File: config.mk
export PLATFORM = sky130hd
export DESIGN_NAME = stepper_step_dir_generator_unit
export DESIGN_NICKNAME = d
export VERILOG_FILES = /design/src/hdl/stpsd_pkg.sv /design/src/hdl/stpsd_cfg.sv /design/src/hdl/stpsd_core.sv /design/src/hdl/stepper_step_dir_generator_unit.sv
export SDC_FILE = /design/constraint.sdc
export NUM_CORES = 1
export LEC_CHECK = 0
export BUFFER_PORTS_ARGS = -buffer_cell sky130_fd_sc_hd__buf_2
export CORE_UTILIZATION = 25
export CTS_CLUSTER_DIAMETER = 200
export DETAILED_ROUTE_END_ITERATION = 16
export PLACE_DENSITY_LB_ADDON = 0.1
export SLEW_MARGIN = 30
export SYNTH_ARGS = -nofsm -noshare
export SYNTH_HDL_FRONTEND = slang
export SYNTH_SLANG_ARGS = --single-unit
export TNS_END_PERCENT = 30
File: constraint.sdc
create_clock -name clk_i -period 7.4 [get_ports clk_i]
set_input_delay 0.74 -clock clk_i [delete_from_list [all_inputs] [get_ports clk_i]]
set_output_delay 0.74 -clock clk_i [all_outputs]
set_load 0.01 [all_outputs]
File: src/hdl/stpsd_pkg.sv
// Package for the step/dir generator: widths, request and register codes,
// and the structs passed between modules. No dependencies.
package stpsd_pkg;

  localparam int unsigned PosBits     = 24;
  localparam int unsigned TimerBits   = 16;
  localparam int unsigned ReqBits     = 3;
  localparam int unsigned CfgIdxBits  = 3;
  localparam int unsigned CfgDataBits = (PosBits > TimerBits) ? PosBits : TimerBits;

  typedef logic signed [PosBits-1:0] pos_t;
  typedef logic [TimerBits-1:0]      timer_t;

  typedef enum logic [ReqBits-1:0] {
    ReqTick      = 3'd0,
    ReqSetTarget = 3'd1,
    ReqStop      = 3'd2,
    ReqSetEnable = 3'd3,
    ReqLoadPos   = 3'd4
  } req_e;

  typedef enum logic [CfgIdxBits-1:0] {
    CfgStepPeriod   = 3'd0,
    CfgEstopHoldoff = 3'd1,
    CfgMinPosition  = 3'd2,
    CfgMaxPosition  = 3'd3,
    CfgEstopLevel   = 3'd4
  } cfg_idx_e;

  localparam timer_t StepPeriodRst = timer_t'(100);
  localparam timer_t HoldoffRst    = timer_t'(100);
  localparam pos_t   PosMin        = pos_t'({1'b1, {(PosBits-1){1'b0}}});
  localparam pos_t   PosMax        = pos_t'({1'b0, {(PosBits-1){1'b1}}});

  typedef struct packed {
    timer_t ticks_per_step;
    timer_t estop_holdoff;
    pos_t   min_position;
    pos_t   max_position;
    logic   estop_level;
  } cfg_t;

  typedef struct packed {
    logic [ReqBits-1:0] req_type;
    pos_t               position_value;
    logic               enable_value;
    logic               estop_pin;
  } req_t;

  typedef struct packed {
    logic step_out;
    logic dir_out;
    logic drive_enable;
    logic estop_indicator;
    logic moving;
    pos_t position;
    logic accepted;
  } res_t;

endpackage

File: src/hdl/stpsd_cfg.sv
// Configuration register file of the step/dir generator.
// Depends on stpsd_pkg.
module stpsd_cfg (
  input  logic                                  clk_i,
  input  logic                                  rst_ni,
  input  logic                                  wr_en_i,
  input  logic [stpsd_pkg::CfgIdxBits-1:0]      wr_idx_i,
  input  logic [stpsd_pkg::CfgDataBits-1:0]     wr_data_i,
  output stpsd_pkg::cfg_t                       cfg_o
);
  import stpsd_pkg::*;

  cfg_t cfg_q, cfg_d;

  always_comb begin
    cfg_d = cfg_q;
    if (wr_en_i) begin
      unique case (cfg_idx_e'(wr_idx_i))
        CfgStepPeriod:   cfg_d.ticks_per_step = wr_data_i[TimerBits-1:0];
        CfgEstopHoldoff: cfg_d.estop_holdoff  = wr_data_i[TimerBits-1:0];
        CfgMinPosition:  cfg_d.min_position   = pos_t'(wr_data_i[PosBits-1:0]);
        CfgMaxPosition:  cfg_d.max_position   = pos_t'(wr_data_i[PosBits-1:0]);
        CfgEstopLevel:   cfg_d.estop_level    = wr_data_i[0];
        default:         cfg_d = cfg_q;
      endcase
    end
  end

  always_ff @(posedge clk_i or negedge rst_ni) begin
    if (!rst_ni) begin
      cfg_q.ticks_per_step <= StepPeriodRst;
      cfg_q.estop_holdoff  <= HoldoffRst;
      cfg_q.min_position   <= PosMin;
      cfg_q.max_position   <= PosMax;
      cfg_q.estop_level    <= 1'b0;
    end else begin
      cfg_q <= cfg_d;
    end
  end

  assign cfg_o = cfg_q;

endmodule

File: src/hdl/stpsd_core.sv
// Motion state and per-request update of the step/dir generator.
// Depends on stpsd_pkg.
module stpsd_core (
  input  logic            clk_i,
  input  logic            rst_ni,
  input  logic            fire_i,
  input  stpsd_pkg::req_t req_i,
  input  stpsd_pkg::cfg_t cfg_i,
  output stpsd_pkg::res_t res_o
);
  import stpsd_pkg::*;

  pos_t   cur_q, cur_d, tgt_q, tgt_d;
  logic   mov_q, mov_d, en_q, en_d, step_q, step_d, dir_q, dir_d, lit_q, lit_d;
  timer_t tc_q, tc_d, hold_q, hold_d;
  timer_t tc_inc;
  logic   in_rng, ok;
  pos_t   pos_nxt;

  assign in_rng = (req_i.position_value >= cfg_i.min_position) &&
                  (req_i.position_value <= cfg_i.max_position);
  assign tc_inc = tc_q + timer_t'(1);

  always_comb begin
    cur_d   = cur_q;
    tgt_d   = tgt_q;
    mov_d   = mov_q;
    en_d    = en_q;
    step_d  = step_q;
    dir_d   = dir_q;
    lit_d   = lit_q;
    tc_d    = tc_q;
    hold_d  = hold_q;
    ok      = 1'b1;
    pos_nxt = cur_q;
    unique case (req_i.req_type)
      ReqTick: begin
        if (req_i.estop_pin == cfg_i.estop_level) begin
          en_d   = 1'b0;
          mov_d  = 1'b0;
          tgt_d  = cur_q;
          hold_d = cfg_i.estop_holdoff;
          lit_d  = 1'b1;
        end else if (hold_q != '0) begin
          hold_d = hold_q - timer_t'(1);
          lit_d  = 1'b1;
        end else begin
          lit_d  = 1'b0;
        end
        dir_d   = tgt_d > cur_q;
        pos_nxt = dir_d ? cur_q + pos_t'(1) : cur_q - pos_t'(1);
        if (mov_d) begin
          tc_d = tc_inc;
          if (tc_inc == (cfg_i.ticks_per_step >> 1)) begin
            step_d = 1'b1;
          end else if (tc_inc >= cfg_i.ticks_per_step) begin
            step_d = 1'b0;
            tc_d   = '0;
            cur_d  = pos_nxt;
            if (pos_nxt == tgt_d) mov_d = 1'b0;
          end
        end else begin
          step_d = 1'b0;
          tc_d   = '0;
        end
      end
      ReqSetTarget: begin
        if (in_rng) begin
          tgt_d = req_i.position_value;
          mov_d = req_i.position_value != cur_q;
        end else begin
          ok = 1'b0;
        end
      end
      ReqStop: begin
        tgt_d = cur_q;
        mov_d = 1'b0;
      end
      ReqSetEnable: en_d = req_i.enable_value;
      ReqLoadPos: begin
        if (in_rng) begin
          cur_d  = req_i.position_value;
          tgt_d  = req_i.position_value;
          mov_d  = 1'b0;
          tc_d   = '0;
          step_d = 1'b0;
          en_d   = 1'b0;
        end else begin
          ok = 1'b0;
        end
      end
      default: ok = 1'b1; // unused codes leave state alone
    endcase
  end

  always_ff @(posedge clk_i or negedge rst_ni) begin
    if (!rst_ni) begin
      cur_q  <= '0;
      tgt_q  <= '0;
      mov_q  <= 1'b0;
      en_q   <= 1'b0;
      step_q <= 1'b0;
      dir_q  <= 1'b0;
      lit_q  <= 1'b0;
      tc_q   <= '0;
      hold_q <= '0;
    end else if (fire_i) begin
      cur_q  <= cur_d;
      tgt_q  <= tgt_d;
      mov_q  <= mov_d;
      en_q   <= en_d;
      step_q <= step_d;
      dir_q  <= dir_d;
      lit_q  <= lit_d;
      tc_q   <= tc_d;
      hold_q <= hold_d;
    end
  end

  // result reflects state after this request
  assign res_o.step_out        = step_d;
  assign res_o.dir_out         = dir_d;
  assign res_o.drive_enable    = en_d;
  assign res_o.estop_indicator = lit_d;
  assign res_o.moving          = mov_d;
  assign res_o.position        = cur_d;
  assign res_o.accepted        = ok;

endmodule

File: src/hdl/stepper_step_dir_generator_unit.sv
// Top level of the step/dir generator: input register, motion core, result
// register and configuration registers. Depends on stpsd_pkg, stpsd_cfg, stpsd_core.
//
//  channel | direction | handshake              | payload
//  --------+-----------+------------------------+-------------------------------------
//  in      | sink      | in_valid_i / in_ready_o | req_type, position_value, enable, pin
//  out     | source    | out_valid_o/out_ready_i | step, dir, enable, estop, moving, ...
//  cfg     | sink      | cfg_valid_i/cfg_ready_o | cfg_index_i, cfg_data_i
//
// One request per clock sustained while results are taken. From input beat to
// result, a request passes the input register, then the core's update logic
// feeding the result register. A full result register that is not taken stalls the
// input register, which in turn drops in_ready_o. Reset clears all valid
// flags and motion state; configuration comes up at its defaults and is
// always writeable (cfg_ready_o held high).
module stepper_step_dir_generator_unit (
  input  logic                              clk_i,
  input  logic                              rst_ni,
  // request channel
  input  logic                              in_valid_i,
  output logic                              in_ready_o,
  input  logic [stpsd_pkg::ReqBits-1:0]     req_type_i,
  input  logic signed [stpsd_pkg::PosBits-1:0] position_value_i,
  input  logic                              enable_value_i,
  input  logic                              estop_pin_i,
  // result channel
  output logic                              out_valid_o,
  input  logic                              out_ready_i,
  output logic                              step_out_o,
  output logic                              dir_out_o,
  output logic                              drive_enable_o,
  output logic                              estop_indicator_o,
  output logic                              moving_o,
  output logic signed [stpsd_pkg::PosBits-1:0] position_o,
  output logic                              accepted_o,
  // configuration write channel
  input  logic                              cfg_valid_i,
  output logic                              cfg_ready_o,
  input  logic [stpsd_pkg::CfgIdxBits-1:0]  cfg_index_i,
  input  logic [stpsd_pkg::CfgDataBits-1:0] cfg_data_i
);
  import stpsd_pkg::*;

  logic in_vld_q, out_vld_q;
  req_t in_req_q;
  res_t out_res_q, core_res;
  cfg_t cfg;
  logic adv, fire;

  // result register free (or emptying) this cycle
  assign adv        = !out_vld_q || out_ready_i;
  // request in the input register moves through the core
  assign fire       = in_vld_q && adv;
  assign in_ready_o = !in_vld_q || adv;
  assign cfg_ready_o = 1'b1;

  stpsd_cfg u_cfg (
    .clk_i     (clk_i),
    .rst_ni    (rst_ni),
    .wr_en_i   (cfg_valid_i),
    .wr_idx_i  (cfg_index_i),
    .wr_data_i (cfg_data_i),
    .cfg_o     (cfg)
  );

  stpsd_core u_core (
    .clk_i  (clk_i),
    .rst_ni (rst_ni),
    .fire_i (fire),
    .req_i  (in_req_q),
    .cfg_i  (cfg),
    .res_o  (core_res)
  );

  // input and result registers: valid flags
  always_ff @(posedge clk_i or negedge rst_ni) begin
    if (!rst_ni) begin
      in_vld_q  <= 1'b0;
      out_vld_q <= 1'b0;
    end else begin
      if (in_ready_o) in_vld_q <= in_valid_i;
      if (adv) out_vld_q <= in_vld_q;
    end
  end

  // payload registers, no reset needed
  always_ff @(posedge clk_i) begin
    if (in_valid_i && in_ready_o) begin
      in_req_q.req_type       <= req_type_i;
      in_req_q.position_value <= position_value_i;
      in_req_q.enable_value   <= enable_value_i;
      in_req_q.estop_pin      <= estop_pin_i;
    end
    if (fire) out_res_q <= core_res;
  end

  assign out_valid_o       = out_vld_q;
  assign step_out_o        = out_res_q.step_out;
  assign dir_out_o         = out_res_q.dir_out;
  assign drive_enable_o    = out_res_q.drive_enable;
  assign estop_indicator_o = out_res_q.estop_indicator;
  assign moving_o          = out_res_q.moving;
  assign position_o        = out_res_q.position;
  assign accepted_o        = out_res_q.accepted;

endmodule

==> flow_metrics.py, run 1 <==
metrics = {
    "route": {
        "drt_first_iter_violations": 935,
        "antenna_left": 0,
        "drc": 0,
        "routed_wl_mm": 53.3,
        "wl_per_cell_um": 21.3,
        "vias": 12459,
        "viasPerCell": 4.99,
        "drtPass1Iterations": 5,
    },
    "logic_synthesis": {
        "netlist_area_mm2": 0.0151,
        "synth.net_count": 1802,
        "synth-seq-cells": 227,
        "synth.area.top_cells": "dfrtp_1 (23%), edfxtp_1 (12%), ha_1 (9.5%)",
        "synth_top_flop_cell": "dfrtp_1",
        "syn_inst": 1625,
        "yosys_warnings": 0,
        "synth_edf_count": 59,
        "synth_top_area_share_pct": 22.8,
        "ys_async_sr_fraction_pct": 74.0,
        "syn_area_per_cell_um2": 9.30,
        "synth.largest_area_cell": "dfrtp_1",
        "synth_cell_type_count": 83,
        "post-synth-top-count-cell": "dfrtp_1",
        "synth-seq-area-share_pct": 39.8,
        "synthTopCellsByCount": "dfrtp_1 (138), inv_1 (129), nor2_1 (128)",
    },
    "pwr": {
        "p_sw_share_pct": 45.1,
        "seqPwrFrac_pct": 24.6,
        "p_leak_nw": 7.64,
        "p_int_mw": 4.41,
        "switchingPower_mw": 3.63,
        "powerDensity_mw_per_mm2": 454,
        "clkPwrFrac_pct": 19.2,
        "irDropWorstVdd_mv": 0.230,
        "p_comb_share_pct": 56.2,
    },
    "timing": {
        "min_period_over_period_pct": 95.8,
        "hold_violations": 0,
        "min_period_ns": 7.09,
        "relSlewSlack_pct": 35.3,
        "tns_ns": 0,
        "max_freq_mhz": 141,
        "fin_skew_ns": 0.00880,
        "setup_viol": 0,
        "slew_violations": 0,
        "setup_ws_ns": 0.307,
        "worstMarginPinSlew_ns": 0.970,
    },
    "place": {
        "io_buffers": 92,
        "place_congestion": 0.911,
        "hpwl_mm": 39.6,
        "pre_cts_slack_ns": -0.0407,
    },
    "global_route": {
        "antenna_found_initial": 1,
        "grt_pass1_wl_mm": 81.1,
        "grt_pass1_vias": 12414,
        "gr-total-overflow": 0,
        "grt_max_degree": 65,
        "grt_usage_pct": 17.5,
    },
    "floorplanning": {
        "die_h_um": 248,
        "ios": 94,
        "rows": 89,
        "die_area_mm2": 0.0615,
        "fp.dieW_um": 248,
        "coreArea_mm2": 0.0594,
        "initial_utilization_pct": 25.5,
    },
    "cts": {
        "cts_sinks": 227,
        "root_buffer": "clkbuf_16",
        "cts.clk_slew.worst_paths_ns": 0.06,
        "numCtsBuffers": 31,
        "clock_latency_ns": 0.61,
        "cts_tree": "built",
        "ctsLongestPathBuffers": 3,
        "cts_htree_levels": 1,
        "hold_buffers": 0,
    },
    "final_layout": {
        "n_fill_cell": 6245,
        "fin_util_pct": 29.8,
        "drive_above_1_share_pct": 16.7,
        "num_antenna_cells": 0,
        "syn2layout_area_growth_pct": 17.2,
        "nets": 1879,
    },
    "critical_path": {
        "arrival_ns": 7.44,
        "path_max_fanout": 14,
        "end_kind": "register",
        "path_class": "register to register",
        "worstSetupStartpointType": "register",
        "worst_ep_required_time_ns": 7.75,
    },
    "outcome": {
        "status": "finished, final reports clean",
    },
    "hold_path": {
        "hold_class": "input port to async pin",
    },
    "job": {
        "max-cap-violations": 0,
    },
}
==> per-layer routing <==
metal	wire [um]	GRT usage [%]
met3	2380	2.55
met2	23600	27.1
met4	1460	5.18
met1	25800	25.0
met5	0	0
==> placed cells by master, fill, tap and decap left out, types with 22 or more instances in the layout <==
cell / netlist / layout
nand4_1: 34 / 34
nand2_1: 121 / 121
nor3_1: 23 / 22
xor2_1: 38 / 37
a21oi_1: 120 / 119
inv_1: 129 / 127
dfstp_2: 30 / 30
edfxtp_1: 59 / 59
clkbuf_16: 0 / 31
a221oi_1: 26 / 26
mux2i_1: 31 / 30
buf_2: 16 / 91
nand3_1: 37 / 37
nor2_1: 128 / 125
mux2_2: 43 / 43
xnor2_1: 52 / 52
o21ai_0: 108 / 106
a22o_1: 27 / 27
dfrtp_1: 138 / 138
a21o_1: 36 / 36
buf_4: 1 / 32
ha_1: 115 / 114
==> power groups by stage <==
| stage | sequential [mW] | combinational, mW | clock (mW) |
|---|---|---|---|
| 2_1_floorplan | 1.88 | 3.09 | 0 |
| 3_3_place_gp | 2.00 | 4.36 | 0 |
| 3_5_place_dp | 2.00 | 4.33 | 0 |
| 4_1_cts | 1.98 | 4.36 | 1.60 |
| 5_1_grt | 2.02 | 4.95 | 1.65 |
| 6_report | 1.98 | 4.52 | 1.55 |
==> worst max-delay path, cell delays in order, from the launching register on <==
cell and delay [ns]:
edfxtp_1 0.59, xor2_4 0.24, buf_12 0.18, buf_4 0.21, a21oi_1 0.28, inv_1 0.07
ha_1 0.38, nand4_1 0.20, or4_1 0.63, o21ai_0 0.28, mux2i_2 0.24, buf_4 0.18
clkinvlp_4 0.09, buf_4 0.18, ha_1 0.27, a211oi_1 0.43, o21ai_0 0.25, a31oi_1 0.31
xnor3_1 0.33, a31oi_1 0.18, o2111a_1 0.21, nand4_1 0.08, or4_1 0.60, o31ai_2 0.31
nand3_1 0.11
==> state kept, by name, summed over array words and instances (netlist names), 16 cells and up <==
signal,count
u_cfg.cfg_o,81
in_req_q,29
position_o,24
u_core.cur_q,24
u_core.tgt_q,24
u_core.hold_q,16
u_core.tc_q,16
==> logic make-up (layout without fill, tap and decap cells) <==
group,after synthesis,count (layout),synth area share [%]
AO/OA/AOI/OAI,449,449,19.3
AND/OR/NAND/NOR,445,445,14.3
flip-flops,227,227,39.8
buffers and inverters,216,316,5.52
adder cells (fa/ha/maj),116,116,9.65
XOR/XNOR,97,98,6.23
multiplexers,74,74,5.26
other,1,1,0.0248
==> timing repair <==
action                                  in CTS  in global routing
hold endpoints to repair                     0                  0
buffers inserted                             0                  6
resized for setup                            0                  9
pin swaps                                    1                  1
gates cloned                                 1                  1
endpoints found under the setup margin       1                  5
==> layout make-up <==
type	instances	area, um2	share of cell area (%)
timing repair buffer	128	796	4.49
clock inverter	9	114	0.643
tap	773	967	5.46
multi-input combinational	1183	8390	47.3
timing repair inverter	1	7.51	0.0424
inverter	130	492	2.78
sequential	227	6010	33.9
clock buffer	48	940	5.30
==> metrics by stage <==
stage,power (mW),instance area [um2],instances,hold slack (ns)
after detailed placement,6.32,16500,2434,0.489
final,8.04,17700,2499,0.104
after global routing,8.61,17700,2499,0.117
after CTS,7.94,17600,2492,0.0900
after global placement,6.35,16500,2432,0.470
after floorplan,4.96,15100,1625,0.444
==> worst paths after layout <==
kind / from / end / slack, ns / cells past startpoint
setup / recovery: in_req_q[0] / moving_o / 0.31 / 24
hold / removal: rst_ni / u_core.cur_q[4] / 0.10 / 1
setup reg to reg: in_req_q[0] / moving_o / 0.31 / 24
hold reg to reg: in_vld_q / out_valid_o / 0.50 / 1
max in group asynchronous: rst_ni / u_core.hold_q[10] / 6.05 / 2
min in group clk_i: position_value_i[17] / in_req_q[19] / 0.31 / 1
Power figures use the tool's default switching activity.
==> run 2: changes to the inputs <==
--- a/config.mk
+++ b/config.mk
@@ -5,11 +5,12 @@
 export SDC_FILE = /design/constraint.sdc
 export NUM_CORES = 1
 export LEC_CHECK = 0
-export BUFFER_PORTS_ARGS = -buffer_cell sky130_fd_sc_hd__buf_2
 export CORE_UTILIZATION = 25
 export CTS_CLUSTER_DIAMETER = 200
 export DETAILED_ROUTE_END_ITERATION = 16
+export DONT_BUFFER_PORTS = 1
 export PLACE_DENSITY_LB_ADDON = 0.1
+export SETUP_SLACK_MARGIN = 0.2
 export SLEW_MARGIN = 30
 export SYNTH_ARGS = -nofsm -noshare
 export SYNTH_HDL_FRONTEND = slang
==> run 2 against run 1 <==
Against the previous run: combinational power is 2% lower; first-iteration DRC count rose by 5.3%; design area shrank 2.8%; register-to-register slack improved by 0.24 ns; wire length increased by 0.82%; sequential share of layout area up 0.99 points; global-route usage up 0.067 points; maximum frequency up 3.6%; critical endpoint is now position_o[21]; largest power group unchanged; highest routed layer is now met5.
==> flow_metrics.py, run 2 (synthesis results as in run 1) <==
metrics = {
    "timing": {
        "hold_violations": 0,
        "slew_violations": 0,
        "tns_ns": 0,
        "max_freq_mhz": 146,
        "rsz0062_at_grt": "no",
        "hold_slack_ns": 0.0603,
        "worstMarginPinSlew_ns": 0.859,
        "setup_ws_ns": 0.552,
        "setup_viol": 0,
        "min_period_ns": 6.85,
        "min_period_over_period_pct": 92.5,
        "relSlewSlack_pct": 42.6,
        "fin_skew_ns": 0.0151,
    },
    "pwr": {
        "irDropWorstVdd_mv": 0.224,
        "p_leak_nw": 7.28,
        "powerDensity_mw_per_mm2": 461,
    },
    "hold_path": {
        "hold_class": "input port to async pin",
    },
    "cts": {
        "cts_tree": "built",
        "numCtsBuffers": 30,
        "cts.clk_slew.worst_paths_ns": 0.06,
        "clock_latency_ns": 0.58,
        "root_buffer": "clkbuf_16",
        "cts_sinks": 227,
        "ctsLongestPathBuffers": 3,
        "cts_htree_levels": 1,
    },
    "floorplanning": {
        "fp.dieW_um": 248,
        "initial_utilization_pct": 25.5,
        "die_h_um": 248,
        "ios": 94,
        "coreArea_mm2": 0.0594,
        "rows": 89,
        "die_area_mm2": 0.0615,
    },
    "place": {
        "placed_cells": 2344,
        "pre_cts_slack_ns": 0.178,
        "io_buffers": 0,
        "place_congestion": 0.892,
        "hpwl_mm": 39.4,
    },
    "route": {
        "drtPass1Iterations": 5,
        "drc": 0,
        "vias": 12304,
        "wl_per_cell_um": 22.4,
        "antenna_left": 0,
        "routed_wl_mm": 53.8,
        "drt_first_iter_violations": 985,
        "viasPerCell": 5.11,
    },
    "global_route": {
        "grt_pass1_vias": 12091,
        "gr-total-overflow": 0,
        "grt_pass1_wl_mm": 80.6,
        "antenna_found_initial": 12,
        "grt_max_degree": 139,
        "grt_usage_pct": 17.6,
    },
    "critical_path": {
        "cp.buffers_inverters": 4,
        "arrival_ns": 7.15,
        "cp_slowest_stage_delay_ns": 0.54,
        "path_max_fanout": 11,
        "r2r_end": "position_o[21]",
        "cp_slowest_cell": "or4_1",
        "worst_ep_required_time_ns": 7.70,
        "path_cells": "xor2_4 -> buf_4 -> nor2_1 -> a21oi_1 -> inv_1 -> ha_1 -> nand4_1 -> or4_1 -> o21ai_0 -> mux2i_1 -> inv_2 -> buf_4 -> ha_1 -> a21oi_1 -> o21ai_0 -> o221ai_1 -> nor2_1 -> a31oi_1 -> a211oi_1 -> xor2_1 -> nor2_1 -> a21oi_1 -> o2bb2ai_1",
        "worstSetupStartpointType": "register",
        "crit_family": "compound AO/OA/AOI/OAI gates",
        "path_class": "register to register",
        "end_kind": "register",
        "r2r-start": "in_req_q[0]",
        "reg2reg_depth": 23,
        "ff2ff_setup_slack_ns": 0.55,
    },
    "final_layout": {
        "final_cell_mix": "dfrtp_1 (137), inv_1 (127), nor2_1 (124)",
        "largest_reg_flops": 81,
        "syn2layout_area_growth_pct": 13.9,
        "final_common_cell": "dfrtp_1",
        "drive_above_1_share_pct": 12.0,
        "fin_cells": 2406,
        "nets": 1785,
    },
    "job": {
        "max-cap-violations": 0,
    },
    "outcome": {
        "status": "finished, final reports clean",
    },
}
run 2: cell type report:
type,count,area (um2)
fillers,6279,42100
multi-input cells,1183,8400
flip-flops and latches,227,6010
well taps,773,967
clock buffers,39,846
inverters,130,488
repair buffers,36,310
clock inverters,16,186
diodes,2,5.00
run 2: how the worst max path moves through the flow:
| stage | startpoint | endpoint | slack, ns | depth (start not counted) |
|---|---|---|---|---|
| 2_1_floorplan | in_req_q[0] | moving_o | 0.61 | 25 |
| 3_3_place_gp | u_cfg.cfg_o[0] | moving_o | 0.41 | 23 |
| 4_1_cts | in_req_q[0] | moving_o | 0.22 | 23 |
| 5_1_grt | in_req_q[0] | moving_o | 0.19 | 23 |
| 6_report | in_req_q[0] | position_o[21] | 0.55 | 23 |
| 3_5_place_dp | u_cfg.cfg_o[0] | moving_o | 0.18 | 23 |
run 2: metal layers:
metal  GRT usage [%]  wire (um)
met1            25.2      25400
met2            26.8      23600
met3            3.01       3100
met4            4.94       1580
met5               0         72
run 2: what timing repair did:
item / in CTS / in global routing
setup buffers: 0 / 3
gates cloned: 1 / 0
setup endpoints to repair: 1 / 5
hold buffers: 1 / 0
endpoints found under the hold margin: 138 / 0
pin swaps: 1 / 1
resized for setup: 0 / 10
run 2: per-stage QoR:
step / cell area (um2) / power [mW] / util, %
4_1_cts: 17100 / 7.91 / 28.9
5_1_grt: 17200 / 8.52 / 29.0
2_1_floorplan: 15100 / 4.96 / -
3_5_place_dp: 16100 / 6.28 / 27.1
3_3_place_gp: 16000 / 6.35 / 27.0
6_report: 17200 / 7.94 / 29.0
run 2: power breakdown:
part / switching (mW) / internal [mW] / leakage, nW / total [mW]
Sequential: 0.323 / 1.65 / 2.59 / 1.97
Combinational: 2.65 / 1.78 / 4.18 / 4.43
Clock: 0.599 / 0.939 / 0.514 / 1.54
Total: 3.57 / 4.37 / 7.28 / 7.94
